<file path="src/design/i2crts_pkg.sv">
`timescale 1ns / 1ps

package i2crts_pkg;

    // Input opcodes.
    localparam logic [2:0] OP_START   = 3'd0;
    localparam logic [2:0] OP_STATUS  = 3'd1;
    localparam logic [2:0] OP_RX_DONE = 3'd2;
    localparam logic [2:0] OP_TX_DONE = 3'd3;
    localparam logic [2:0] OP_TIMEOUT = 3'd4;

    // Phases of one register transfer. Codes nine and up are never reached.
    typedef enum logic [3:0] {
        PH_IDLE         = 4'd0,
        PH_ADDRESS      = 4'd1,
        PH_REGISTER     = 4'd2,
        PH_READ         = 4'd3,
        PH_READ_ADDRESS = 4'd4,
        PH_READ_DATA    = 4'd5,
        PH_DATA         = 4'd6,
        PH_DMA_WAIT     = 4'd7,
        PH_BYTE_WAIT    = 4'd8
    } phase_t;

    // Bus status events, in order of priority.
    typedef enum logic [2:0] {
        EV_NONE          = 3'd0,
        EV_START_SENT    = 3'd1,
        EV_HEADER10      = 3'd2,
        EV_TX_ADDRESSED  = 3'd3,
        EV_RX_ADDRESSED  = 3'd4,
        EV_BYTE_FINISHED = 3'd5,
        EV_TX_EMPTY      = 3'd6
    } event_t;

    // Bus status bits of one status word.
    typedef struct packed {
        logic start_sent;
        logic header10;
        logic tx_empty;
        logic addressed;
        logic byte_finished;
        logic bus_busy;
        logic master;
        logic transmitter;
    } status_t;

    // Action flags of one result word.
    typedef struct packed {
        logic       peripheral_on;
        logic       peripheral_off;
        logic       send_start;
        logic       send_stop;
        logic       send_address;
        logic [6:0] address_out;
        logic       address_read;
        logic       send_data;
        logic [7:0] data_out;
        logic       dma_on;
        logic       dma_off;
        logic       done_res;
    } result_t;

endpackage

</file>
<file path="src/design/i2crts_classify.sv">
`timescale 1ns / 1ps

// Reduces the status bits of a status word to a single event by fixed priority; any other word yields no event.
module i2crts_classify
(
    input  logic [2:0]                opcode,
    input  i2crts_pkg::status_t       status,
    output i2crts_pkg::event_t        bus_event
);

    logic bm;

    assign bm = status.bus_busy & status.master;

    always_comb
    begin
        if (opcode != i2crts_pkg::OP_STATUS)
        begin
            bus_event = i2crts_pkg::EV_NONE;
        end
        else
        begin
            priority if (status.start_sent && bm)
            begin
                bus_event = i2crts_pkg::EV_START_SENT;
            end
            else if (status.header10 && bm)
            begin
                bus_event = i2crts_pkg::EV_HEADER10;
            end
            else if (status.tx_empty && status.addressed && bm && status.transmitter)
            begin
                bus_event = i2crts_pkg::EV_TX_ADDRESSED;
            end
            else if (status.addressed && bm)
            begin
                bus_event = i2crts_pkg::EV_RX_ADDRESSED;
            end
            else if (status.byte_finished)
            begin
                bus_event = i2crts_pkg::EV_BYTE_FINISHED;
            end
            else if (status.tx_empty)
            begin
                bus_event = i2crts_pkg::EV_TX_EMPTY;
            end
            else
            begin
                bus_event = i2crts_pkg::EV_NONE;
            end
        end
    end

endmodule

</file>
<file path="src/design/i2crts_fsm.sv">
`timescale 1ns / 1ps

// Transfer phase walk. The phase and the latched transfer target change only
// on an accepted word; the result for that word is formed combinationally.
module i2crts_fsm
(
    input  logic                      clk,
    input  logic                      rst_n,
    input  logic                      accept,
    input  logic [2:0]                opcode,
    input  logic                      read_not_write,
    input  logic [7:0]                device_address,
    input  logic [7:0]                register_address,
    input  i2crts_pkg::event_t        bus_event,
    output i2crts_pkg::result_t       result
);

    i2crts_pkg::phase_t phase_reg;
    i2crts_pkg::phase_t phase_next;
    logic               direction_read_reg;
    logic [6:0]         target_address_reg;
    logic [7:0]         target_register_reg;
    logic               latch_start;

    assign latch_start = accept && (phase_reg == i2crts_pkg::PH_IDLE)
                         && (opcode == i2crts_pkg::OP_START);

    // Next phase.
    always_comb
    begin
        phase_next = phase_reg;
        unique case (phase_reg)
            i2crts_pkg::PH_IDLE:
            begin
                if (opcode == i2crts_pkg::OP_START)
                    phase_next = i2crts_pkg::PH_ADDRESS;
            end
            i2crts_pkg::PH_ADDRESS:
            begin
                if (bus_event == i2crts_pkg::EV_START_SENT)
                    phase_next = i2crts_pkg::PH_REGISTER;
            end
            i2crts_pkg::PH_REGISTER:
            begin
                if (bus_event == i2crts_pkg::EV_TX_ADDRESSED)
                    phase_next = direction_read_reg ? i2crts_pkg::PH_READ
                                                    : i2crts_pkg::PH_DATA;
            end
            i2crts_pkg::PH_READ:
            begin
                if (bus_event == i2crts_pkg::EV_TX_EMPTY)
                    phase_next = i2crts_pkg::PH_READ_ADDRESS;
            end
            i2crts_pkg::PH_READ_ADDRESS:
            begin
                if (bus_event == i2crts_pkg::EV_START_SENT)
                    phase_next = i2crts_pkg::PH_READ_DATA;
            end
            i2crts_pkg::PH_READ_DATA:
            begin
                if (bus_event == i2crts_pkg::EV_RX_ADDRESSED)
                    phase_next = i2crts_pkg::PH_DMA_WAIT;
            end
            i2crts_pkg::PH_DATA:
            begin
                if (bus_event == i2crts_pkg::EV_TX_EMPTY)
                    phase_next = i2crts_pkg::PH_DMA_WAIT;
            end
            i2crts_pkg::PH_DMA_WAIT:
            begin
                if (opcode == i2crts_pkg::OP_RX_DONE)
                    phase_next = i2crts_pkg::PH_IDLE;
                else if (opcode == i2crts_pkg::OP_TX_DONE)
                    phase_next = i2crts_pkg::PH_BYTE_WAIT;
            end
            i2crts_pkg::PH_BYTE_WAIT:
            begin
                if (bus_event == i2crts_pkg::EV_BYTE_FINISHED)
                    phase_next = i2crts_pkg::PH_IDLE;
            end
            default:
            begin
                phase_next = phase_reg;
            end
        endcase
    end

    // Action flags for the current word.
    always_comb
    begin
        result = '0;
        unique case (phase_reg)
            i2crts_pkg::PH_IDLE:
            begin
                if (opcode == i2crts_pkg::OP_START)
                begin
                    result.peripheral_on = 1'b1;
                    result.send_start    = 1'b1;
                end
            end
            i2crts_pkg::PH_ADDRESS:
            begin
                if (bus_event == i2crts_pkg::EV_START_SENT)
                begin
                    result.send_address = 1'b1;
                    result.address_out  = target_address_reg;
                end
            end
            i2crts_pkg::PH_REGISTER:
            begin
                if (bus_event == i2crts_pkg::EV_TX_ADDRESSED)
                begin
                    result.send_data = 1'b1;
                    result.data_out  = target_register_reg;
                end
            end
            i2crts_pkg::PH_READ:
            begin
                if (bus_event == i2crts_pkg::EV_TX_EMPTY)
                    result.send_start = 1'b1;
            end
            i2crts_pkg::PH_READ_ADDRESS:
            begin
                if (bus_event == i2crts_pkg::EV_START_SENT)
                begin
                    result.send_address = 1'b1;
                    result.address_out  = target_address_reg;
                    result.address_read = 1'b1;
                end
            end
            i2crts_pkg::PH_READ_DATA:
            begin
                if (bus_event == i2crts_pkg::EV_RX_ADDRESSED)
                    result.dma_on = 1'b1;
            end
            i2crts_pkg::PH_DATA:
            begin
                if (bus_event == i2crts_pkg::EV_TX_EMPTY)
                    result.dma_on = 1'b1;
            end
            i2crts_pkg::PH_DMA_WAIT:
            begin
                if (opcode == i2crts_pkg::OP_RX_DONE)
                begin
                    result.dma_off        = 1'b1;
                    result.send_stop      = 1'b1;
                    result.peripheral_off = 1'b1;
                    result.done_res       = 1'b1;
                end
                else if (opcode == i2crts_pkg::OP_TX_DONE)
                begin
                    result.dma_off = 1'b1;
                end
            end
            i2crts_pkg::PH_BYTE_WAIT:
            begin
                if (bus_event == i2crts_pkg::EV_BYTE_FINISHED)
                begin
                    result.send_stop      = 1'b1;
                    result.peripheral_off = 1'b1;
                    result.done_res       = 1'b1;
                end
            end
            default:
            begin
                result = '0;
            end
        endcase
    end

    always_ff @(posedge clk or negedge rst_n)
    begin
        if (!rst_n)
        begin
            phase_reg           <= i2crts_pkg::PH_IDLE;
            direction_read_reg  <= 1'b0;
            target_address_reg  <= '0;
            target_register_reg <= '0;
        end
        else
        begin
            if (accept)
                phase_reg <= phase_next;
            if (latch_start)
            begin
                direction_read_reg  <= read_not_write;
                target_address_reg  <= device_address[7:1];
                target_register_reg <= register_address;
            end
        end
    end

endmodule

</file>
<file path="src/design/i2c_register_transfer_sequencer_top.sv">
`timescale 1ns / 1ps

// I2C master register transfer sequencer.
// The input channel (in_valid / in_stall) carries one word per step: a start
// word with direction, device address and register byte, a bus status word,
// a DMA done word or a timeout. The output channel (out_valid / out_stall)
// returns exactly one word of action flags for every accepted input word; a
// word that does not fit the current phase yields all-zero flags.
// The flags for an accepted word are registered and shown from the next cycle
// on. Throughput is one word per cycle while the receiver does not stall, set
// by the single output register, which is loaded in the same edge as the phase.
// When the receiver stalls, the output register holds its word and in_stall
// rises only while that register is full and stalled; as soon as the word is
// taken, a new input word can be accepted in the same cycle.
// Reset clears the phase to idle, the latched transfer target to zero and
// the output valid; no word is shown until the first word is accepted.
module i2c_register_transfer_sequencer_top
(
    input  logic       clk,
    input  logic       rst_n,

    input  logic       in_valid,
    output logic       in_stall,
    input  logic [2:0] opcode,
    input  logic       read_not_write,
    input  logic [7:0] device_address,
    input  logic [7:0] register_address,
    input  logic       flag_start_sent,
    input  logic       flag_header10,
    input  logic       flag_tx_empty,
    input  logic       flag_addressed,
    input  logic       flag_byte_finished,
    input  logic       flag_bus_busy,
    input  logic       flag_master,
    input  logic       flag_transmitter,

    output logic       out_valid,
    input  logic       out_stall,
    output logic       peripheral_on,
    output logic       peripheral_off,
    output logic       send_start,
    output logic       send_stop,
    output logic       send_address,
    output logic [6:0] address_out,
    output logic       address_read,
    output logic       send_data,
    output logic [7:0] data_out,
    output logic       dma_on,
    output logic       dma_off,
    output logic       done_res
);

    i2crts_pkg::status_t status;
    i2crts_pkg::event_t  bus_event;
    i2crts_pkg::result_t result;
    i2crts_pkg::result_t result_reg;
    logic                out_valid_reg;
    logic                accept;

    // The input waits only while a finished word sits unclaimed in the output.
    assign in_stall = out_valid_reg & out_stall;
    assign accept   = in_valid & ~in_stall;

    assign status.start_sent    = flag_start_sent;
    assign status.header10      = flag_header10;
    assign status.tx_empty      = flag_tx_empty;
    assign status.addressed     = flag_addressed;
    assign status.byte_finished = flag_byte_finished;
    assign status.bus_busy      = flag_bus_busy;
    assign status.master        = flag_master;
    assign status.transmitter   = flag_transmitter;

    i2crts_classify u_classify
    (
        .opcode    (opcode),
        .status    (status),
        .bus_event (bus_event)
    );

    i2crts_fsm u_fsm
    (
        .clk              (clk),
        .rst_n            (rst_n),
        .accept           (accept),
        .opcode           (opcode),
        .read_not_write   (read_not_write),
        .device_address   (device_address),
        .register_address (register_address),
        .bus_event        (bus_event),
        .result           (result)
    );

    // Output valid: set by an accepted word, cleared once the word is taken.
    always_ff @(posedge clk or negedge rst_n)
    begin
        if (!rst_n)
        begin
            out_valid_reg <= 1'b0;
        end
        else if (accept)
        begin
            out_valid_reg <= 1'b1;
        end
        else if (!out_stall)
        begin
            out_valid_reg <= 1'b0;
        end
    end

    // Output payload needs no reset; it is loaded only with an accepted word.
    always_ff @(posedge clk)
    begin
        if (accept)
            result_reg <= result;
    end

    assign out_valid      = out_valid_reg;
    assign peripheral_on  = result_reg.peripheral_on;
    assign peripheral_off = result_reg.peripheral_off;
    assign send_start     = result_reg.send_start;
    assign send_stop      = result_reg.send_stop;
    assign send_address   = result_reg.send_address;
    assign address_out    = result_reg.address_out;
    assign address_read   = result_reg.address_read;
    assign send_data      = result_reg.send_data;
    assign data_out       = result_reg.data_out;
    assign dma_on         = result_reg.dma_on;
    assign dma_off        = result_reg.dma_off;
    assign done_res       = result_reg.done_res;

endmodule
</file>
<file path="config.mk">
export PLATFORM = sky130hd
export DESIGN_NAME = i2c_register_transfer_sequencer_top
export DESIGN_NICKNAME = d
export VERILOG_FILES = /design/src/design/i2crts_pkg.sv /design/src/design/i2crts_classify.sv /design/src/design/i2crts_fsm.sv /design/src/design/i2c_register_transfer_sequencer_top.sv
export SDC_FILE = /design/constraint.sdc
export NUM_CORES = 1
export LEC_CHECK = 0
export ABC_AREA = 1
export BUFFER_PORTS_ARGS = -buffer_cell sky130_fd_sc_hd__buf_2
export CORE_ASPECT_RATIO = 0.9
export CORE_MARGIN = 1.5
export CORE_UTILIZATION = 52
export CTS_CLUSTER_DIAMETER = 50
export DETAILED_ROUTE_END_ITERATION = 10
export PLACE_DENSITY = 0.9
export SLEW_MARGIN = 20
export SYNTH_ARGS = -nofsm -noshare
export SYNTH_HDL_FRONTEND = slang
export SYNTH_HIERARCHICAL = 1
export SYNTH_SLANG_ARGS = --single-unit
</file>
<file path="constraint.sdc">
create_clock -name clk -period 3 [get_ports clk]
set_input_delay 0.15 -clock clk [delete_from_list [all_inputs] [get_ports clk]]
set_output_delay 0.15 -clock clk [all_outputs]
set_load 0.01 [all_outputs]
</file>
# Word level (Yosys, flattened, before mapping)
# Cells that the tools add are included.
dict set report totals {
  regBits 44
  inputBits 32
}
dict set report classes {
  eq_ne 26
  n_mux 35
  n_bitwise 4
  n_reduce_logical 13
}
# cell count
set op_table {}
lappend op_table {{4-bit 2-to-1 mux} 10}
lappend op_table {{4-bit one-hot mux with 9 select lines} 1}
lappend op_table {{3-bit 2-to-1 mux} 8}
lappend op_table {{9-bit 2-to-1 mux} 2}
lappend op_table {{4-bit by 3-bit == test with 1-bit output, second input constant} 4}
lappend op_table {{2-bit by 1-bit != test with 1-bit output, second input constant} 8}
lappend op_table {{8-bit one-hot mux with 2 select lines} 1}
lappend op_table {{11-bit AND reduction} 1}
lappend op_table {{3-bit by 2-bit == test with 1-bit output, second input constant} 3}
lappend op_table {{3-bit == test, second input constant} 3}
lappend op_table {{1-bit 2-to-1 mux} 9}
lappend op_table {{9-bit nonzero test} 1}
lappend op_table {{4-bit by 2-bit == test with 1-bit output, second input constant} 2}
lappend op_table {{1-bit logical AND} 8}
lappend op_table {{8-bit 2-to-1 mux} 1}
lappend op_table {{3-bit by 1-bit != test with 1-bit output, second input constant} 2}
lappend op_table {{1-bit one-hot mux with 2 select lines} 3}
lappend op_table {{4-bit by 1-bit == test with 1-bit output, second input constant} 1}
lappend op_table {{4-bit == test, second input constant} 1}
lappend op_table {{4-bit logical NOT} 1}
lappend op_table {{1-bit AND} 3}
lappend op_table {{3-bit by 1-bit == test with 1-bit output, second input constant} 1}
lappend op_table {{3-bit logical NOT} 1}
lappend op_table {{2-bit != test, second input constant} 1}
lappend op_table {{other kinds (2)} 2}

# Longest topological paths before layout
dict set report depth {
  depth_word 10
  ltp_mapped 14
  mapped_depth_nobuf 14
}

# Cells and area by module
# The synthesis kept the hierarchy.
# mod instances cells_each area_each_um2 seq_area_each_um2
set modules_own_cells {}
lappend modules_own_cells {i2crts_fsm 1 185 1281.2 500.5}
lappend modules_own_cells {i2c_register_transfer_sequencer_top 1 31 795.8 775.7}
lappend modules_own_cells {i2crts_classify 1 24 123.9 0.0}

# Worst setup path after synthesis
# OpenSTA, ideal clock, no wires.
dict set report synth_path {
  kind {register -> register}
  startpoint {reg out_valid_reg, in the netlist out_valid}
  endpoint {reg u_fsm.target_register_reg[3]}
  arrival_time_ps 2447
  setup_slack_ps 433
  stages_incl_launch_ff 6
  period_less_slack_ps 2567
  cell_sequence {dfrtp_1 > a21oi_1 > nand2_2 > buf_4 > nor2_1 > a21oi_1}
}
dict set report synth_between {
  elab_chain_cells 5
}
# element line
set synth_rtl {}
lappend synth_rtl {{from (decl)} i2c_register_transfer_sequencer_top.sv:57} ;# logic out_valid_reg;
lappend synth_rtl {{from (signal assigned)} i2c_register_transfer_sequencer_top.sv:98} ;# out_valid_reg <= 1'b0;
lappend synth_rtl {{from (signal assigned)} i2c_register_transfer_sequencer_top.sv:102} ;# out_valid_reg <= 1'b1;
lappend synth_rtl {{from (signal assigned)} i2c_register_transfer_sequencer_top.sv:106} ;# out_valid_reg <= 1'b0;
lappend synth_rtl {{1-bit AND} i2c_register_transfer_sequencer_top.sv:61} ;# assign in_stall = out_valid_reg & out_stall;
lappend synth_rtl {{1-bit inverter} i2c_register_transfer_sequencer_top.sv:62} ;# assign accept = in_valid & ~in_stall;
lappend synth_rtl {{1-bit AND} i2c_register_transfer_sequencer_top.sv:62}
lappend synth_rtl {{named net accept} i2c_register_transfer_sequencer_top.sv:58} ;# logic accept;
lappend synth_rtl {{1-bit logical AND} i2crts_fsm.sv:25} ;# assign latch_start = accept && (phase_reg == i2crts_pkg::PH_IDLE)
lappend synth_rtl {{1-bit logical AND} i2crts_fsm.sv:26} ;# && (opcode == i2crts_pkg::OP_START);
lappend synth_rtl {{to (signal assigned)} i2crts_fsm.sv:188} ;# target_register_reg <= register_address;
lappend synth_rtl {{to (decl)} i2crts_fsm.sv:22} ;# logic [7:0] target_register_reg;
# The timed path passes the listed nets, and every way through them passes these cells.
# A chain may end at the register's enable or synchronous reset.

# Worst setup path in the final report
dict set report layout_path {
  startpoint {reg u_fsm.phase_reg[0]}
  endpoint {reg u_fsm.target_address_reg[4]}
}
dict set report layout_between {
  elab_chain_cells 3
}
# element line
set layout_rtl {}
lappend layout_rtl {{from (decl)} i2crts_fsm.sv:18} ;# i2crts_pkg::phase_t phase_reg;
lappend layout_rtl {{from (signal assigned)} i2crts_fsm.sv:175} ;# phase_reg <= i2crts_pkg::PH_IDLE;
lappend layout_rtl {{from (signal assigned)} i2crts_fsm.sv:183} ;# phase_reg <= phase_next;
lappend layout_rtl {{4-bit logical NOT} i2crts_fsm.sv:25}
lappend layout_rtl {{1-bit logical AND} i2crts_fsm.sv:25}
lappend layout_rtl {{1-bit logical AND} i2crts_fsm.sv:26}
lappend layout_rtl {{to (signal assigned)} i2crts_fsm.sv:187} ;# target_address_reg <= device_address[7:1];
lappend layout_rtl {{to (decl)} i2crts_fsm.sv:21} ;# logic [6:0] target_address_reg;
# No other way between the ends.

==> flow_metrics.env <==
export IMPL_die_area_um2=4630
export IMPL_setup_viol=0
export IMPL_maxCapViolations=0
export IMPL_yosys_warnings=6
export IMPL_min_period_ns=1.70
export IMPL_worstPathMaxFanout=32
export IMPL_final_util_pct=64.3
export IMPL_vdd_ir_drop_max_mv=0.401
export IMPL_vias_per_cell=5.09
export IMPL_portBuffers=57
export IMPL_p_leak_uw=0.00132
export IMPL_htreeDepth=2
export IMPL_core_area_um2=4070
export IMPL_cts_buffers=5
export IMPL_antenna_found_initial=0
export IMPL_min_path_type="in2reg"
export IMPL_grt_total_usage_pct=19.0
export IMPL_n_antenna_cell=0
export IMPL_fin_worst_skew_ns=0.00745
export IMPL_detail_route_iter0_violations=107
export IMPL_hpwlAfterDp_um=3100
export IMPL_ys_seq_area_share_pct=58.0
export IMPL_pre_cts_slack_ns=1.09
export IMPL_whs_ns=0.0639
export IMPL_power_density_nw_per_um2=697
export IMPL_area_growth_pct=19.0
export IMPL_ctsHoldBuffers=1
export IMPL_fmaxAchievable_ghz=0.588
export IMPL_rsz0062_at_grt="no"
export IMPL_p_int_uw=1160
export IMPL_initial_core_util_pct=54.0
export IMPL_syn_area_per_cell_um2=9.17
export IMPL_yosys_area_top_type="edfxtp_1"
export IMPL_outcome="finished, final reports clean"
export IMPL_globalRouteOverflowTotal=0
export IMPL_wire_per_inst_um=12.0
export IMPL_io_pins=59
export IMPL_clkSinkCount=46
export IMPL_tightestPinTransition_ns=0.562
export IMPL_synth_cells=240
export IMPL_finalSetupTns_ns=0
export IMPL_drv_slew=0
export IMPL_synth_area_leaders="edfxtp_1, dfrtp_1, nor2_1"
export IMPL_p_switching_uw=662
export IMPL_placed_area_um2=2520
export IMPL_final_common_cell="buf_2"
export IMPL_vias=1788
export IMPL_synth_edf_count=25
export IMPL_cts_root_buf="clkbuf_8"
export IMPL_grt_max_degree=33
export IMPL_first_pass_iters=6
export IMPL_die_y_um=64.7
export IMPL_required_ns=3.16
export IMPL_synth_cell_area_um2=2200
export IMPL_drive_gt1_share_pct=30.4
export IMPL_grt_pass1_vias=1631
export IMPL_final_cell_mix="buf_2, nor2_1, nand2_1, inv_1, edfxtp_1"
export IMPL_syn_nets=272
export IMPL_synth_flop_cell="edfxtp_1"
export IMPL_cp_arrival_ns=1.86
export IMPL_fin_crit_sh_pct=56.7
export IMPL_synth_seq_cells=46
export IMPL_grt_pass1_wl_um=6600
export IMPL_post_cts_buffers=0
export IMPL_hold_violations=0
export IMPL_cts_resized=0
export IMPL_p_comb_share_pct=31.6
export IMPL_synth_cell_types=24
export IMPL_clock_latency_ns=0.30
export IMPL_synthArstFlopShare_pct=45.7
export IMPL_p_clk_share_pct=20.0
export IMPL_setup_ws_ns=1.30
export IMPL_dieWidth_um=71.6
export IMPL_start_kind="register"
export IMPL_path_clk_slew_ns=0.08
export IMPL_wirelength_um=4210
export IMPL_drc=0
export IMPL_cts_tree="built"
export IMPL_slew_headroom_pct=62.4
export IMPL_swShare_pct=36.3
export IMPL_rows=22
export IMPL_cp_end_kind="register"
export IMPL_fin_area_um2=2620
export IMPL_nNetsFinal=334
export IMPL_clockBufferDepth=2
export IMPL_path_class="reg2reg"
export IMPL_detail_route_antenna_nets=0
export IMPL_synth_top_area_share_pct=34.1
export IMPL_seqPwrFrac_pct=48.3
export IMPL_gp_congestion=0.900
==> metrics by stage <==
stage	power, uW	std cells
3_5_place_dp	1460	342
3_3_place_gp	1420	342
2_1_floorplan	1300	240
6_report	1830	351
5_1_grt	1920	351
4_1_cts	1820	351
==> final timing paths <==
path                                                         start                                  endpoint  slack (ns)  cells past startpoint
min                                                       in_valid                     out_valid$_DFFE_PN0P_        0.06                      3
min reg2reg                u_fsm/target_address_reg[2]$_DFFE_PN0P_   u_fsm/target_address_reg[2]$_DFFE_PN0P_        0.51                      2
max in group asynchronous                                    rst_n            u_fsm/phase_reg[3]$_DFFE_PN0P_        2.34                      2
min in group asynchronous                                    rst_n  u_fsm/target_register_reg[5]$_DFFE_PN0P_        0.33                      2
max reg2reg                         u_fsm/phase_reg[0]$_DFFE_PN0P_   u_fsm/target_address_reg[4]$_DFFE_PN0P_        1.30                      6
max                                 u_fsm/phase_reg[0]$_DFFE_PN0P_   u_fsm/target_address_reg[4]$_DFFE_PN0P_        1.30                      6
==> cells by family (layout without fill, tap and decap cells) <==
kind of cell           Yosys count  after routing  share of synthesized area (%)
AOI/OAI and AO/OA               23             23                           5.86
buffers and inverters           40            103                           8.02
DFF                             46             46                           58.0
and+or+nand+nor                131            131                           28.1
==> critical path, stage by stage (launching register included) <==
cell	delay [ns]
dfrtp_1	0.48
nor2_4	0.24
nand2_2	0.12
nor2_4	0.10
nand2_2	0.32
nor2_1	0.22
a21oi_1	0.07
==> power by group through the flow <==
stage	Clock [uW]	Sequential [uW]	Combinational, uW
floorplan	0	889	415
global placement	0	884	536
detailed placement	0	895	561
CTS	376	881	566
global route	394	892	638
finish	366	882	578
==> routing by layer <==
metal	global-route usage, %	vias up	part of all wire [%]
met5	0	-	0
met2	32.7	57	52
li1	-	888	-
met1	20.6	834	41
met4	13.2	0	2.1
met3	4.51	9	5.0
==> cell type report <==
type	count	area, um^2
inverter	35	131
clock inverter	3	20.0
timing repair buffer	60	310
clock buffer	5	68.8
sequential	46	1280
fill	312	1460
tap	48	60.1
multi-input combinational	154	752
==> synthesized netlist by cell type (2+ instances only) <==
library cell   n
buf_4          3
nor2_4         6
nand3_1       19
nand2_2        9
nor3_1         2
inv_2          3
dfrtp_1       21
nand2_1       43
a21oi_1       17
nand3b_1       2
buf_6          2
nor2_1        45
inv_1         32
a21oi_2        2
edfxtp_1      25
No activity file was read; power rests on OpenSTA's default activity.
